--- src/rtl/wed_pkg.sv ---
package wed_pkg;

  // Operation codes of the input word; code 3 is accepted and ignored.
  typedef enum logic [1:0] {
    OP_APPEND = 2'd0,
    OP_QUERY  = 2'd1,
    OP_END    = 2'd2,
    OP_IGNORE = 2'd3
  } op_e;

  // Configuration register indexes.
  localparam int unsigned CfgIdxWidth = 4;
  localparam logic [CfgIdxWidth-1:0] CFG_INS       = 4'd0;
  localparam logic [CfgIdxWidth-1:0] CFG_DEL       = 4'd1;
  localparam logic [CfgIdxWidth-1:0] CFG_SUB_PAIR  = 4'd2;
  localparam logic [CfgIdxWidth-1:0] CFG_SUB_OTHER = 4'd3;

  localparam logic [7:0] INS_RESET       = 8'd2;
  localparam logic [7:0] DEL_RESET       = 8'd2;
  localparam logic [7:0] SUB_PAIR_RESET  = 8'd3;
  localparam logic [7:0] SUB_OTHER_RESET = 8'd4;

  localparam logic [7:0] SYM_A = 8'h41;
  localparam logic [7:0] SYM_C = 8'h43;
  localparam logic [7:0] SYM_G = 8'h47;
  localparam logic [7:0] SYM_T = 8'h54;

  typedef struct packed {
    logic [7:0] ins;
    logic [7:0] del;
    logic [7:0] sub_pair;
    logic [7:0] sub_other;
  } costs_t;

  // Control part of the token that walks down the row of cells.
  typedef struct packed {
    logic       valid;
    op_e        op;
    logic [7:0] sym;
    costs_t     costs;
    logic       sat;
    logic       err;
  } tok_t;

  function automatic logic [7:0] sub_cost(logic [7:0] a, logic [7:0] b, costs_t c);
    logic pair;
    pair = (a == SYM_A && b == SYM_T) || (a == SYM_T && b == SYM_A) ||
           (a == SYM_C && b == SYM_G) || (a == SYM_G && b == SYM_C);
    if (a == b) begin
      return 8'd0;
    end else if (pair) begin
      return c.sub_pair;
    end else begin
      return c.sub_other;
    end
  endfunction

endpackage

--- src/rtl/wed_cell.sv ---
module wed_cell #(
  parameter int unsigned DIST_WIDTH = 24
) (
  input  logic                  clk_i,
  input  logic                  rst_ni,
  input  logic                  adv_i,
  input  wed_pkg::tok_t         tok_i,
  input  logic [DIST_WIDTH-1:0] a_i,
  input  logic [DIST_WIDTH-1:0] b_i,
  output wed_pkg::tok_t         tok_o,
  output logic [DIST_WIDTH-1:0] a_o,
  output logic [DIST_WIDTH-1:0] b_o
);
  import wed_pkg::*;

  localparam logic [DIST_WIDTH-1:0] DistMax = {DIST_WIDTH{1'b1}};

  logic                  active_q, active_d;
  logic                  sat_q, sat_d;
  logic [7:0]            ref_q, ref_d;
  logic [DIST_WIDTH-1:0] up_q, up_d;
  tok_t                  tok_q, tok_d;
  logic [DIST_WIDTH-1:0] a_q, a_d, b_q, b_d;

  logic [DIST_WIDTH:0]   s_ins, s_del, s_sub;
  logic [DIST_WIDTH-1:0] c_ins, c_del, c_sub, best;
  logic                  f_ins, f_del, f_sub;

  // Three candidate sums, each clamped at the saturation limit.
  always_comb begin
    s_ins = {1'b0, a_i} + (DIST_WIDTH+1)'(tok_i.costs.ins);
    s_del = {1'b0, up_q} + (DIST_WIDTH+1)'(tok_i.costs.del);
    s_sub = {1'b0, b_i} + (DIST_WIDTH+1)'(sub_cost(tok_i.sym, ref_q, tok_i.costs));
    f_ins = s_ins >= {1'b0, DistMax};
    f_del = s_del >= {1'b0, DistMax};
    f_sub = s_sub >= {1'b0, DistMax};
    c_ins = f_ins ? DistMax : s_ins[DIST_WIDTH-1:0];
    c_del = f_del ? DistMax : s_del[DIST_WIDTH-1:0];
    c_sub = f_sub ? DistMax : s_sub[DIST_WIDTH-1:0];
    best  = c_ins;
    if (c_del < best) begin
      best = c_del;
    end
    if (c_sub < best) begin
      best = c_sub;
    end
  end

  always_comb begin
    active_d = active_q;
    sat_d    = sat_q;
    ref_d    = ref_q;
    up_d     = up_q;
    tok_d    = tok_i;
    a_d      = a_i;
    b_d      = b_i;
    if (tok_i.valid) begin
      case (tok_i.op)
        OP_APPEND: begin
          if (!active_q) begin
            // First free cell takes the symbol and ends the token.
            active_d    = 1'b1;
            ref_d       = tok_i.sym;
            up_d        = c_ins;
            sat_d       = sat_q | f_ins;
            tok_d.valid = 1'b0;
          end else begin
            a_d = up_q;
          end
        end
        OP_QUERY: begin
          if (active_q) begin
            up_d  = best;
            sat_d = sat_q | f_ins | f_del | f_sub;
            a_d   = best;
            b_d   = up_q;
          end
        end
        OP_END: begin
          if (active_q) begin
            a_d       = up_q;
            tok_d.sat = tok_i.sat | sat_q;
            active_d  = 1'b0;
            sat_d     = 1'b0;
          end
        end
        default: begin
        end
      endcase
    end
  end

  always_ff @(posedge clk_i or negedge rst_ni) begin
    if (!rst_ni) begin
      active_q <= 1'b0;
      sat_q    <= 1'b0;
      tok_q    <= '0;
    end else if (adv_i) begin
      active_q <= active_d;
      sat_q    <= sat_d;
      tok_q    <= tok_d;
    end
  end

  always_ff @(posedge clk_i) begin
    if (adv_i) begin
      ref_q <= ref_d;
      up_q  <= up_d;
      a_q   <= a_d;
      b_q   <= b_d;
    end
  end

  assign tok_o = tok_q;
  assign a_o   = a_q;
  assign b_o   = b_q;

endmodule

--- config.mk ---
export PLATFORM = sky130hd
export DESIGN_NAME = wed_cell
export DESIGN_NICKNAME = d
export VERILOG_FILES = /design/src/rtl/wed_pkg.sv /design/src/rtl/wed_cell.sv
export SDC_FILE = /design/constraint.sdc
export NUM_CORES = 1
export LEC_CHECK = 0
export ABC_AREA = 1
export BUFFER_PORTS_ARGS = -buffer_cell sky130_fd_sc_hd__buf_2
export CELL_PAD_IN_SITES_DETAIL_PLACEMENT = 1
export CELL_PAD_IN_SITES_GLOBAL_PLACEMENT = 1
export CORE_MARGIN = 1.5
export CORE_UTILIZATION = 37
export CTS_CLUSTER_DIAMETER = 60
export DETAILED_ROUTE_END_ITERATION = 10
export HOLD_SLACK_MARGIN = 0.1
export PLACE_DENSITY_LB_ADDON = 0.3
export RECOVER_POWER = 25
export REMOVE_ABC_BUFFERS = 1
export SYNTH_ARGS = -nofsm -noshare
export SYNTH_HDL_FRONTEND = slang
export SYNTH_SLANG_ARGS = --single-unit
--- constraint.sdc ---
create_clock -name clk_i -period 7.2 [get_ports clk_i]
set_input_delay 1.44 -clock clk_i [delete_from_list [all_inputs] [get_ports clk_i]]
set_output_delay 1.44 -clock clk_i [all_outputs]
set_load 0.05 [all_outputs]
==> key figures <==
GRT
  • Initial antenna violation count: 0
  • GRT overflow: 0
  • First-pass GRT wire length: 71300 microns
  • Vias in the first global route: 13.7k
  • Largest net degree at the start of global routing: 62
  • Gr usage total: 0.294

Placement
  • IO Port Bufs: 188
  • RePlAce Congestion: 0.897
  • Placed insts: 2492
  • DP HPWL: 35800 microns

STA
  • Final hold slack: 0.468 ns
  • Slew Limit Fails: 0
  • Fin. Hold Viols: 0
  • RSZ-0062 raised after global routing: true
  • Part of the cycle the worst path needs: 1.03
  • Slew HR: 0.169
  • Worst Max-Slew Pin Slew: 1.24 ns
  • Setup tns final: -6.62 ns
  • Tmin final: 7.41 ns
  • Final setup fails: 48
  • FMAX: 0.135 GHz
  • Clock skew: 0.0105 ns
  • Final setup margin: -0.211 ns

Synthesis
  • Main synth FF type: edfxtp_1
  • Post-synthesis compound-gate area fraction: 0.112
  • Syn Area/Cell: 6.49 sq um
  • Synth warnings: 0
  • Synth Register Bits: 127
  • Netlist Area Pre-Place: 11100 sq um
  • Post-synth EDFFs: 80
  • Post-synthesis cell count: 1710
  • Simple logic cell fraction of the synthesized area: 0.353
  • Register area share after synthesis: 0.323
  • Synth unique cells: 45
  • Adder-cell share of the synthesized area: 0.0877
  • Ys async rst share: 0.370
  • Mux cell area share after synthesis: 0
  • XOR/XNOR share of the synthesized area: 0.0189
  • Largest family of logic cells by synthesized area: simple AND/OR/NAND/NOR gates

Pwr
  • Peak supply drop: 0.160 mV
  • Leakage: 0.00858 uW
  • Power Density: 185 nW/um^2
  • Overall Power: 3020 uW

Flow run
  • Max-cap violations: 0

Drt
  • Vias: 13.7k
  • WL per Instance: 20.0 microns
  • Initial DRT Pass Iterations: 5
  • DRT Wirelength: 51200 microns
  • Initial DRC Count: 826
  • Antenna Nets Post-Route: 0
  • Vias per std cell: 5.37
  • DRC: 0
  • Max layer used: met4
  • Met3 WL post-DR: 2520 microns
  • Wl on met1: 20500 microns
  • Met2 WL: 25300 microns

Floorplan
  • Core Area: 29600 sq um
  • Die H: 176 microns
  • Die Wd: 176 microns
  • Standard-cell rows: 63
  • Die footprint: 31000 sq um
  • Starting density of the core: 0.375
  • Top Ports: 189

Setup path
  • CP Data Required Time: 7.49 ns
  • Crit Path Max Fanout: 11
  • Startpoint types: input pin
  • Nature of the critical path endpoint: flip-flop
  • Crit path kind: in -> reg
  • CP arrival: 7.70 ns
  • Crit-path slowest cell: fa_2
  • Worst path most repeated cell: nand2_1
  • Worst path max stage delay: 0.36 ns

Clocking
  • CTS Hold Buffers Added: 0
  • Clk sink count: 127
  • Worst-case clock buffer depth: 2
  • Htree depth: 4
  • Worst-path clk slew: 0.07 ns
  • Worst-skew pair later-pin latency: 0.44 ns
  • CTS tree: done
  • CTS Buf Count: 17
  • Root Driver: clkbuf_16

Finish
  • Fin nets: 2326
  • Area of the multi-input gates: 7440 sq um
  • Layout cells sized above 1: 0.337
  • Area grow syn2layout: 47.2%
  • Diode count: 0
  • Register area: 3580 sq um
  • Filler Cells Inserted: 3842
  • Final std cells w/o fill: 2556

Status
  • Outcome: finished with violations
  • Failing checks: setup timing

Worst hold path
  • Min-delay worst type: reg -> reg
==> cells in the final DEF (no fill, tap or decap), types with 14 or more instances in the layout <==
cell and n:
xor2_1 14, buf_4 259, nor2_2 19, a21oi_2 25
nand3_1 106, ha_1 63, clkbuf_16 21, buf_2 187
dfrtp_1 47, nand4_1 24, nand3_2 45, a21oi_1 62
o21ai_0 81, nand2_1 506, o21ai_1 29, nor2_1 141
inv_2 19, nand2_4 20, buf_6 14, inv_1 235
nand2_2 27, edfxtp_1 80
==> where the power goes <==
group	switching [uW]	internal [uW]	leakage, uW	total, uW
registers	31.6	841	0.00133	873
logic	780	447	0.00695	1230
clock network	402	516	0.000292	918
total	1210	1800	0.00858	3020
==> timing repair <==
| item | 4_1_cts | 5_1_grt |
|---|---|---|
| gates cloned | 1 | 5 |
| pin swaps | 6 | 90 |
| gates resized for setup | 27 | 302 |
| buffers inserted | 4 | 24 |
| setup endpoints to repair | 48 | 48 |
==> routing by layer <==
layer  track usage  vias up
met5             0        -
met4         0.144        0
met3        0.0295      154
met2         0.524      499
met1         0.353     6658
li1              -     6423
==> per-stage QoR <==
| step | instance area (sq um) | worst slack, ns | util |
|---|---|---|---|
| 6_report | 16300 | -0.211 | 0.553 |
| 5_1_grt | 16300 | -0.488 | 0.553 |
| 4_1_cts | 15000 | 0.0166 | 0.507 |
| 3_5_place_dp | 14300 | -0.768 | 0.483 |
| 3_3_place_gp | 14300 | -0.542 | 0.483 |
| 2_1_floorplan | 10900 | -2.12 | - |
==> logic make-up (layout without fill, tap and decap cells) <==
kind of cell,after synthesis,after routing
buf+inv,308,764
fa+ha+maj,76,76
xor+xnor,24,24
flops,127,127
simple gates,942,942
compound gates,233,233
==> flip-flops by register name, summed over array words and instances, names as in the netlist <==
register and flops:
tok_o 45, a_o 24, b_o 24, up_q 24
ref_q 8, active_q 1, sat_q 1
==> Yosys cell counts (2+ instances only) <==
library cell	number	share of area
nand2_1	553	0.19
inv_1	252	0.085
nor2_1	166	0.056
nand3_1	154	0.069
o21ai_0	119	0.054
a21oi_1	90	0.041
edfxtp_1	80	0.22
ha_1	73	0.082
dfrtp_1	47	0.11
clkbuf_1	40	0.014
nand4_1	24	0.014
xor2_1	17	0.013
nor3_1	11	0.0050
nor3b_1	7	0.0047
nor4_1	7	0.0039
xnor2_1	7	0.0055
buf_2	6	0.0027
nand3b_1	6	0.0041
a211oi_1	5	0.0034
or2_2	5	0.0028
clkinv_1	3	0.0010
fa_1	3	0.0054
o211ai_1	3	0.0020
o21ai_1	3	0.0014
or2_1	3	0.0017
a22oi_1	2	0.0014
buf_1	2	0.00068
buf_6	2	0.0020
inv_2	2	0.00068
nor2_2	2	0.0011
o31ai_2	2	0.0023
==> worst paths after layout <==
| path | startpoint | to | cells past startpoint | slack [ns] |
|---|---|---|---|---|
| worst max-delay path | tok_i[18] | a_o[16] | 44 | -0.21 |
| worst min-delay path | tok_o[17] | tok_o[17] | 2 | 0.47 |
| worst max register to register | up_q[0] | a_o[16] | 43 | 0.45 |
| worst min register to register | tok_o[17] | tok_o[17] | 2 | 0.47 |
| max in group asynchronous | rst_ni | tok_o[28] | 2 | 5.64 |
| min in group asynchronous | rst_ni | tok_o[25] | 2 | 1.11 |
==> worst max-delay path, delay by kind of cell <==
kind            cells  cell delay [ns]
compound gates      8             1.26
fa+ha+maj           4             1.20
buf+inv             9             1.32
simple gates       23             2.46
==> area by class of cell <==
| cell class | count | area share |
|---|---|---|
| tap | 390 | 0.0299 |
| clock inverter | 14 | 0.00934 |
| sequential | 127 | 0.219 |
| clock buffer | 17 | 0.0260 |
| inverter | 257 | 0.0592 |
| timing repair buffer | 476 | 0.201 |
| multi-input combinational | 1275 | 0.455 |
No activity file was read; power rests on OpenSTA's default activity.
